File: src/hw/rtl/rcdt_pkg.sv
// shared types and constants for the reverse-cdt gaussian magnitude sampler
// holds the cumulative table, limb widths and the per-cell payload struct
// no dependencies
package rcdt_pkg;

  localparam int WORD_W             = 32;
  localparam int LIMB_W             = 31;
  localparam int MAG_W              = 5;
  localparam int TABLE_CAPACITY     = 32;
  localparam int TABLE_ROWS_DEFAULT = 22;
  localparam int LIVE_ROWS          = 22;

  // each entry is {high, mid, low}; rows past the live ones are zero
  localparam logic [3*WORD_W-1:0] CDT_TABLE [TABLE_CAPACITY] = '{
    {32'h556D69B6, 32'h4E73D911, 32'h0204FE5F},
    {32'h2FDB7191, 32'h1BCB49D6, 32'h7624991F},
    {32'h16091DCD, 32'h7DB923CB, 32'h26A118E0},
    {32'h0836DCFD, 32'h536A5628, 32'h70C18AE5},
    {32'h0273E65E, 32'h3D589AD0, 32'h54119E8D},
    {32'h00950CA4, 32'h2EBE8BE2, 32'h2EB0249E},
    {32'h001BFA1D, 32'h65A6660A, 32'h0472F0EC},
    {32'h000422EE, 32'h5945CB2D, 32'h70C91274},
    {32'h00007AFA, 32'h4A81EF20, 32'h0517A411},
    {32'h00000B31, 32'h79C6FA82, 32'h3A4CC14B},
    {32'h000000CC, 32'h185517F0, 32'h12B0F081},
    {32'h0000000B, 32'h2FB676CE, 32'h6073B7BE},
    {32'h00000000, 32'h3F53D508, 32'h1F24D098},
    {32'h00000000, 32'h02267C01, 32'h5FBBC714},
    {32'h00000000, 32'h000E9522, 32'h0A24AB07},
    {32'h00000000, 32'h00004D1E, 32'h61E4FCE8},
    {32'h00000000, 32'h0000013D, 32'h7B65A4CB},
    {32'h00000000, 32'h00000003, 32'h7EE574B9},
    {32'h00000000, 32'h00000000, 32'h04FF6C73},
    {32'h00000000, 32'h00000000, 32'h0009C080},
    {32'h00000000, 32'h00000000, 32'h00000ED2},
    {32'h00000000, 32'h00000000, 32'h00000011},
    {32'h00000000, 32'h00000000, 32'h00000000},
    {32'h00000000, 32'h00000000, 32'h00000000},
    {32'h00000000, 32'h00000000, 32'h00000000},
    {32'h00000000, 32'h00000000, 32'h00000000},
    {32'h00000000, 32'h00000000, 32'h00000000},
    {32'h00000000, 32'h00000000, 32'h00000000},
    {32'h00000000, 32'h00000000, 32'h00000000},
    {32'h00000000, 32'h00000000, 32'h00000000},
    {32'h00000000, 32'h00000000, 32'h00000000},
    {32'h00000000, 32'h00000000, 32'h00000000}
  };

  typedef struct packed {
    logic [LIMB_W-1:0] lo;
    logic [LIMB_W-1:0] mi;
    logic [LIMB_W-1:0] hi;
    logic [MAG_W-1:0]  count;
  } cell_data_t;

endpackage

File: src/hw/rtl/rcdt_if.sv
// valid/ready channel interfaces for the sampler
// input beat carries three random words, output beat carries the magnitude
// depends on rcdt_pkg
interface rcdt_in_if import rcdt_pkg::*; ();
  logic              valid;
  logic              ready;
  logic [WORD_W-1:0] random_low;
  logic [WORD_W-1:0] random_mid;
  logic [WORD_W-1:0] random_high;

  modport source (output valid, output random_low, output random_mid,
                  output random_high, input ready);
  modport sink (input valid, input random_low, input random_mid,
                input random_high, output ready);
endinterface

interface rcdt_out_if import rcdt_pkg::*; ();
  logic             valid;
  logic             ready;
  logic [MAG_W-1:0] sample_magnitude;

  modport source (output valid, output sample_magnitude, input ready);
  modport sink (input valid, input sample_magnitude, output ready);
endinterface

File: src/hw/rtl/rcdt_gaussian_magnitude_sampler_top.sv
// top level of the reverse-cdt gaussian magnitude sampler
// a row of rcdt_cell stages, one per table row; depends on rcdt_pkg and rcdt_if
//
// usage
//   sample_in: one beat carries random_low, random_mid and random_high; bit 31 of
//   each word is dropped, leaving three 31-bit limbs of a 93-bit uniform value
//   sample_out: one beat carries sample_magnitude, the number of table rows the
//   value falls below (0 to 22)
//   each cell compares the value against one table row and passes the limbs and
//   the running count to its neighbor through its register, so an output beat is
//   offered once its beat has passed through the register of every cell in turn
//   throughput is one beat per cycle while unstalled, set by the single register per cell
//   every cell holds its beat while the next one is full and stalled, so a
//   stalled receiver backs the chain up one cell at a time; empty cells keep
//   accepting until the whole chain is full
//   reset clears every cell valid; no beat is offered in the cycle after reset
//   there is no configuration and no other state
module rcdt_gaussian_magnitude_sampler_top import rcdt_pkg::*; #(
  parameter int TABLE_ROWS = TABLE_ROWS_DEFAULT
) (
  input logic        clk,
  input logic        rst,
  rcdt_in_if.sink    sample_in,
  rcdt_out_if.source sample_out
);

  localparam int ROWS_USED = (TABLE_ROWS > TABLE_CAPACITY) ? TABLE_CAPACITY : TABLE_ROWS;

  logic       cell_valid [ROWS_USED+1];
  logic       cell_ready [ROWS_USED+1];
  cell_data_t cell_data  [ROWS_USED+1];

  assign cell_data[0] = '{lo:    sample_in.random_low[LIMB_W-1:0],
                          mi:    sample_in.random_mid[LIMB_W-1:0],
                          hi:    sample_in.random_high[LIMB_W-1:0],
                          count: '0};

  assign cell_valid[0]   = sample_in.valid;
  assign sample_in.ready = cell_ready[0];

  for (genvar r = 0; r < ROWS_USED; r++) begin : g_cell
    rcdt_cell #(
      .ROW_INDEX (r)
    ) u_cell (
      .clk      (clk),
      .rst      (rst),
      .up_valid (cell_valid[r]),
      .up_ready (cell_ready[r]),
      .up_data  (cell_data[r]),
      .dn_valid (cell_valid[r+1]),
      .dn_ready (cell_ready[r+1]),
      .dn_data  (cell_data[r+1])
    );
  end

  assign sample_out.valid            = cell_valid[ROWS_USED];
  assign sample_out.sample_magnitude = cell_data[ROWS_USED].count;
  assign cell_ready[ROWS_USED]       = sample_out.ready;

  a_mag_range : assert property (@(posedge clk) disable iff (rst)
    sample_out.valid |-> (sample_out.sample_magnitude <= MAG_W'(LIVE_ROWS)))
    else $error("magnitude beyond live table rows");

  a_reset_empty : assert property (@(posedge clk)
    rst |=> !sample_out.valid)
    else $error("output beat offered right after reset");

  a_last_cell_room : assert property (@(posedge clk) disable iff (rst)
    !sample_out.valid |-> cell_ready[ROWS_USED-1])
    else $error("last cell stalled with empty output");

endmodule

File: src/hw/rtl/rcdt_cell.sv
// one table-row cell: borrow chain against its row, count update, one register stage
// depends on rcdt_pkg
module rcdt_cell import rcdt_pkg::*; #(
  parameter int ROW_INDEX = 0
) (
  input  logic       clk,
  input  logic       rst,
  input  logic       up_valid,
  output logic       up_ready,
  input  cell_data_t up_data,
  output logic       dn_valid,
  input  logic       dn_ready,
  output cell_data_t dn_data
);

  localparam logic [3*WORD_W-1:0] ROW = CDT_TABLE[ROW_INDEX];

  logic              vld;
  cell_data_t        data;
  cell_data_t        data_next;
  logic              b_lo;
  logic              b_mi;
  logic              b_hi;
  logic [WORD_W-1:0] d_mi;
  logic [WORD_W-1:0] d_hi;

  always_comb begin
    b_lo = {1'b0, up_data.lo} < ROW[WORD_W-1:0];
    d_mi = {1'b0, up_data.mi} - WORD_W'(b_lo);
    b_mi = d_mi < ROW[2*WORD_W-1:WORD_W];
    d_hi = {1'b0, up_data.hi} - WORD_W'(b_mi);
    b_hi = d_hi < ROW[3*WORD_W-1:2*WORD_W];
    data_next       = up_data;
    data_next.count = up_data.count + MAG_W'(b_hi);
  end

  assign up_ready = !vld || dn_ready;

  always_ff @(posedge clk) begin
    if (rst) begin
      vld <= 1'b0;
    end else if (up_ready) begin
      vld <= up_valid;
    end
  end

  always_ff @(posedge clk) begin
    if (up_valid && up_ready) begin
      data <= data_next;
    end
  end

  assign dn_valid = vld;
  assign dn_data  = data;

endmodule
File: src/flat_wrapper.sv
// flat-port wrapper written by rule: the top's interface ports become plain ports
module rcdt_gaussian_magnitude_sampler_top_flat import rcdt_pkg::*;
#(
  parameter int TABLE_ROWS = TABLE_ROWS_DEFAULT
)
  (clk, rst, sample_in_valid, sample_in_random_low, sample_in_random_mid, sample_in_random_high, sample_in_ready, sample_out_valid, sample_out_sample_magnitude, sample_out_ready);
  rcdt_in_if sample_in_i ();
  rcdt_out_if sample_out_i ();
  input logic clk;
  input logic rst;
  input wire logic [$bits(sample_in_i.valid)-1:0] sample_in_valid;
  input wire logic [$bits(sample_in_i.random_low)-1:0] sample_in_random_low;
  input wire logic [$bits(sample_in_i.random_mid)-1:0] sample_in_random_mid;
  input wire logic [$bits(sample_in_i.random_high)-1:0] sample_in_random_high;
  output wire logic [$bits(sample_in_i.ready)-1:0] sample_in_ready;
  output wire logic [$bits(sample_out_i.valid)-1:0] sample_out_valid;
  output wire logic [$bits(sample_out_i.sample_magnitude)-1:0] sample_out_sample_magnitude;
  input wire logic [$bits(sample_out_i.ready)-1:0] sample_out_ready;
  assign sample_in_i.valid = sample_in_valid;
  assign sample_in_i.random_low = sample_in_random_low;
  assign sample_in_i.random_mid = sample_in_random_mid;
  assign sample_in_i.random_high = sample_in_random_high;
  assign sample_in_ready = sample_in_i.ready;
  assign sample_out_valid = sample_out_i.valid;
  assign sample_out_sample_magnitude = sample_out_i.sample_magnitude;
  assign sample_out_i.ready = sample_out_ready;
  rcdt_gaussian_magnitude_sampler_top #(.TABLE_ROWS(TABLE_ROWS)) u_core (.clk(clk), .rst(rst), .sample_in(sample_in_i), .sample_out(sample_out_i));
endmodule
File: config.mk
export PLATFORM = sky130hd
export DESIGN_NAME = rcdt_gaussian_magnitude_sampler_top_flat
export DESIGN_NICKNAME = d
export VERILOG_FILES = /design/src/hw/rtl/rcdt_pkg.sv /design/src/hw/rtl/rcdt_if.sv /design/src/hw/rtl/rcdt_gaussian_magnitude_sampler_top.sv /design/src/hw/rtl/rcdt_cell.sv /design/src/flat_wrapper.sv
export SDC_FILE = /design/constraint.sdc
export NUM_CORES = 1
export LEC_CHECK = 0
export BUFFER_PORTS_ARGS = -buffer_cell sky130_fd_sc_hd__buf_4
export CELL_PAD_IN_SITES_DETAIL_PLACEMENT = 0
export CELL_PAD_IN_SITES_GLOBAL_PLACEMENT = 1
export CORE_MARGIN = 8
export CORE_UTILIZATION = 60
export DETAILED_ROUTE_END_ITERATION = 10
export PLACE_DENSITY_LB_ADDON = 0.12
export SYNTH_ARGS = -nofsm -noshare
export SYNTH_HDL_FRONTEND = slang
export SYNTH_HIERARCHICAL = 1
export SYNTH_SLANG_ARGS = --single-unit
File: constraint.sdc
create_clock -name clk -period 11.4 [get_ports clk]
set_input_delay 1.71 -clock clk [delete_from_list [all_inputs] [get_ports clk]]
set_output_delay 1.71 -clock clk [all_outputs]
set_load 0.005 [all_outputs]
==> results.py <==
metrics = {
    "timing": {
        "fmax_ghz": 0.133,
        "slew_viol_final": 0,
        "setup_violations": 0,
        "max_slew_margin_pct": 30.7,
        "min_period_over_period_pct": 66.1,
        "whs_ns": 0.417,
        "fin_crit_ns": 7.53,
        "fin_tns_setup_ns": 0,
        "hold_violations": 0,
        "tightest_slew_ns": 1.04,
        "fin_skew_ns": 0.0333,
        "rsz0062_at_grt": "no",
    },
    "worst_setup_path": {
        "worst-r2r-cell-count": 23,
        "reg2reg_from": "u_core/g_cell[8].u_cell/dn_data[80]$_DFFE_PP_",
        "crit_required_ns": 11.83,
        "cp_max_fo": 7,
        "crit_path_start_kind": "register",
        "end_kind": "register",
        "r2r-end": "u_core/g_cell[9].u_cell/dn_data[4]$_DFFE_PP_",
        "criticalPathCategory": "reg2reg",
        "crit_arrival_ns": 7.96,
        "rrSetupSlack_ns": 3.87,
    },
    "layout": {
        "final_layout_size_suffix_gt1_share_pct": 13.6,
        "fin_nets": 3850,
        "area_delta_synth_final_pct": 11.4,
        "antenna-diode-count": 0,
        "final_cells": 4877,
    },
    "clock_tree": {
        "cts_buffer_depth": 3,
        "cts_tree": "yes",
        "clock-sinks": 1154,
        "path_clk_slew_ns": 0.06,
        "cts_setup_buffers": 0,
        "cts_buffers": 113,
        "clk_latency_ns": 0.67,
        "root_buffer": "clkbuf_16",
        "post_cts_resized": 0,
        "cts_hold_buf": 0,
        "htreeDepth": 3,
    },
    "place": {
        "dp.cells": 4667,
        "numPortBuffers": 103,
        "dp_hpwl_um": 62500,
        "gp_congestion": 0.923,
    },
    "hold_path": {
        "whs_endpoint": "u_core/g_cell[16].u_cell/dn_data[3]$_DFFE_PP_",
        "whs_path_depth": 0,
        "hold_class": "reg2reg",
        "min_from": "u_core/g_cell[15].u_cell/dn_data[3]$_DFFE_PP_",
    },
    "route": {
        "viasPerCell": 6.17,
        "dr.pass1.iters": 7,
        "ant_nets": 0,
        "drc_errors": 0,
        "routed_wl_um": 86600,
        "wl_per_cell_um": 17.8,
        "detail_route.iter0.violations": 2286,
        "via_count": 30100,
    },
    "grt": {
        "grt_use_total_pct": 17.9,
        "grt_pass1_vias": 30000,
        "overflow": 0,
        "grt_max_degree": 82,
        "grt_first_pass_wirelength_um": 143000,
        "antenna_found_initial": 0,
    },
    "floorplan": {
        "initial_core_util_pct": 60.3,
        "core_area_um2": 83300,
        "row_count": 106,
        "die_w_um": 305,
        "pin_count": 107,
        "die_h_um": 305,
        "die-area_um2": 93200,
    },
    "flow_run": {
        "maxCapViolCount": 0,
    },
    "synthesis": {
        "synthCells": 3489,
        "yosys_warnings": 6,
        "synth.avg_cell_area_um2": 14.4,
        "netlist_area_um2": 50200,
    },
    "run_status": {
        "status": "finished, final reports clean",
    },
    "power_and_ir_drop": {
        "p_per_area_nw_per_um2": 149,
        "ir_worst_vdd_uv": 137,
        "leakage_uw": 0.0176,
    },
}
[cell type report]
type | instances | area [µm²]
sequential | 1154 | 34400
multi-input combinational | 2216 | 15300
fill | 5615 | 27400
clock inverter | 60 | 588
inverter | 101 | 379
clock buffer | 150 | 3010
timing repair buffer | 116 | 871
tap | 1080 | 1350
[sequential cells by signal, summed over array words and instances, names as in the netlist]
name and count:
u_core/g_cell.u_cell/dn_valid 22, u_core/g_cell.u_cell/dn_data 1132
[critical path: stages (launching register included)]
cell,delay (ns)
edfxtp_1,0.38
or4_1,0.53
a211o_1,0.29
o211ai_1,0.58
and2_1,0.23
ha_1,0.15
nand2b_1,0.16
or3_4,0.41
or4b_1,0.65
o32a_2,0.43
o21ai_0,0.35
o211ai_1,0.15
o21ai_1,0.18
ha_1,0.21
or3b_2,0.51
nor3_1,0.51
nand3_1,0.20
o32a_1,0.21
nor4_1,0.27
and3_1,0.27
ha_1,0.20
ha_1,0.19
nand3_1,0.10
xnor2_1,0.13
[how the worst max path moves through the flow]
stage / endpoint / start / slack, ns / cells after the start
after floorplan: u_core/g_cell[0].u_cell/dn_data[0]$_DFFE_PP_ / sample_out_ready / 4.21 / 23
after CTS: sample_in_ready / sample_out_ready / 3.97 / 24
final: u_core/g_cell[9].u_cell/dn_data[4]$_DFFE_PP_ / u_core/g_cell[8].u_cell/dn_data[80]$_DFFE_PP_ / 3.87 / 23
after global routing: u_core/g_cell[2].u_cell/dn_data[4]$_DFFE_PP_ / u_core/g_cell[1].u_cell/dn_data[76]$_DFFE_PP_ / 3.43 / 30
after detailed placement: u_core/g_cell[0].u_cell/dn_data[0]$_DFFE_PP_ / sample_in_random_low[24] / 3.45 / 20
after global placement: u_core/g_cell[0].u_cell/dn_data[0]$_DFFE_PP_ / sample_in_random_low[24] / 3.82 / 20
[per-stage QoR]
step,setup slack [ns],power [µW],instance area [µm²],utilization [%]
after floorplan,4.21,4850,50200,-
after global placement,3.82,4900,52300,62.8
after detailed placement,3.45,4910,52300,62.8
after CTS,3.97,8430,55900,67.1
after global routing,3.43,8610,55900,67.1
final,3.87,8330,55900,67.1
[layout by cell type (no fill, tap or decap), drive strengths merged, types with 40 or more instances in the layout]
cell	count
and3	40
buf	116
edfxtp	1132
nand3	129
or4	68
xnor2	58
and2	45
inv	105
a21oi	140
nand2	187
clkinv	47
nand4	68
nor3	164
nor4	133
or3	58
nor2	210
a211oi	51
ha	48
clkbuf	150
nand2b	58
o21ai	97
[power breakdown]
part           switching, µW  total, µW  internal, µW
combinational           74.9        129          53.7
clock                   1480       3500          2020
sequential              34.8       4700          4660
[layer usage]
layer  vias to the layer above  share of wire (%)  GRT usage [%]
li1                      14600                  -              -
met2                      1028                 50           31.5
met1                     14200                 43           22.3
met3                       251                4.5           2.59
met4                         0                3.4           7.43
met5                         -                  0              0
No activity file was read; power rests on OpenSTA's default activity.
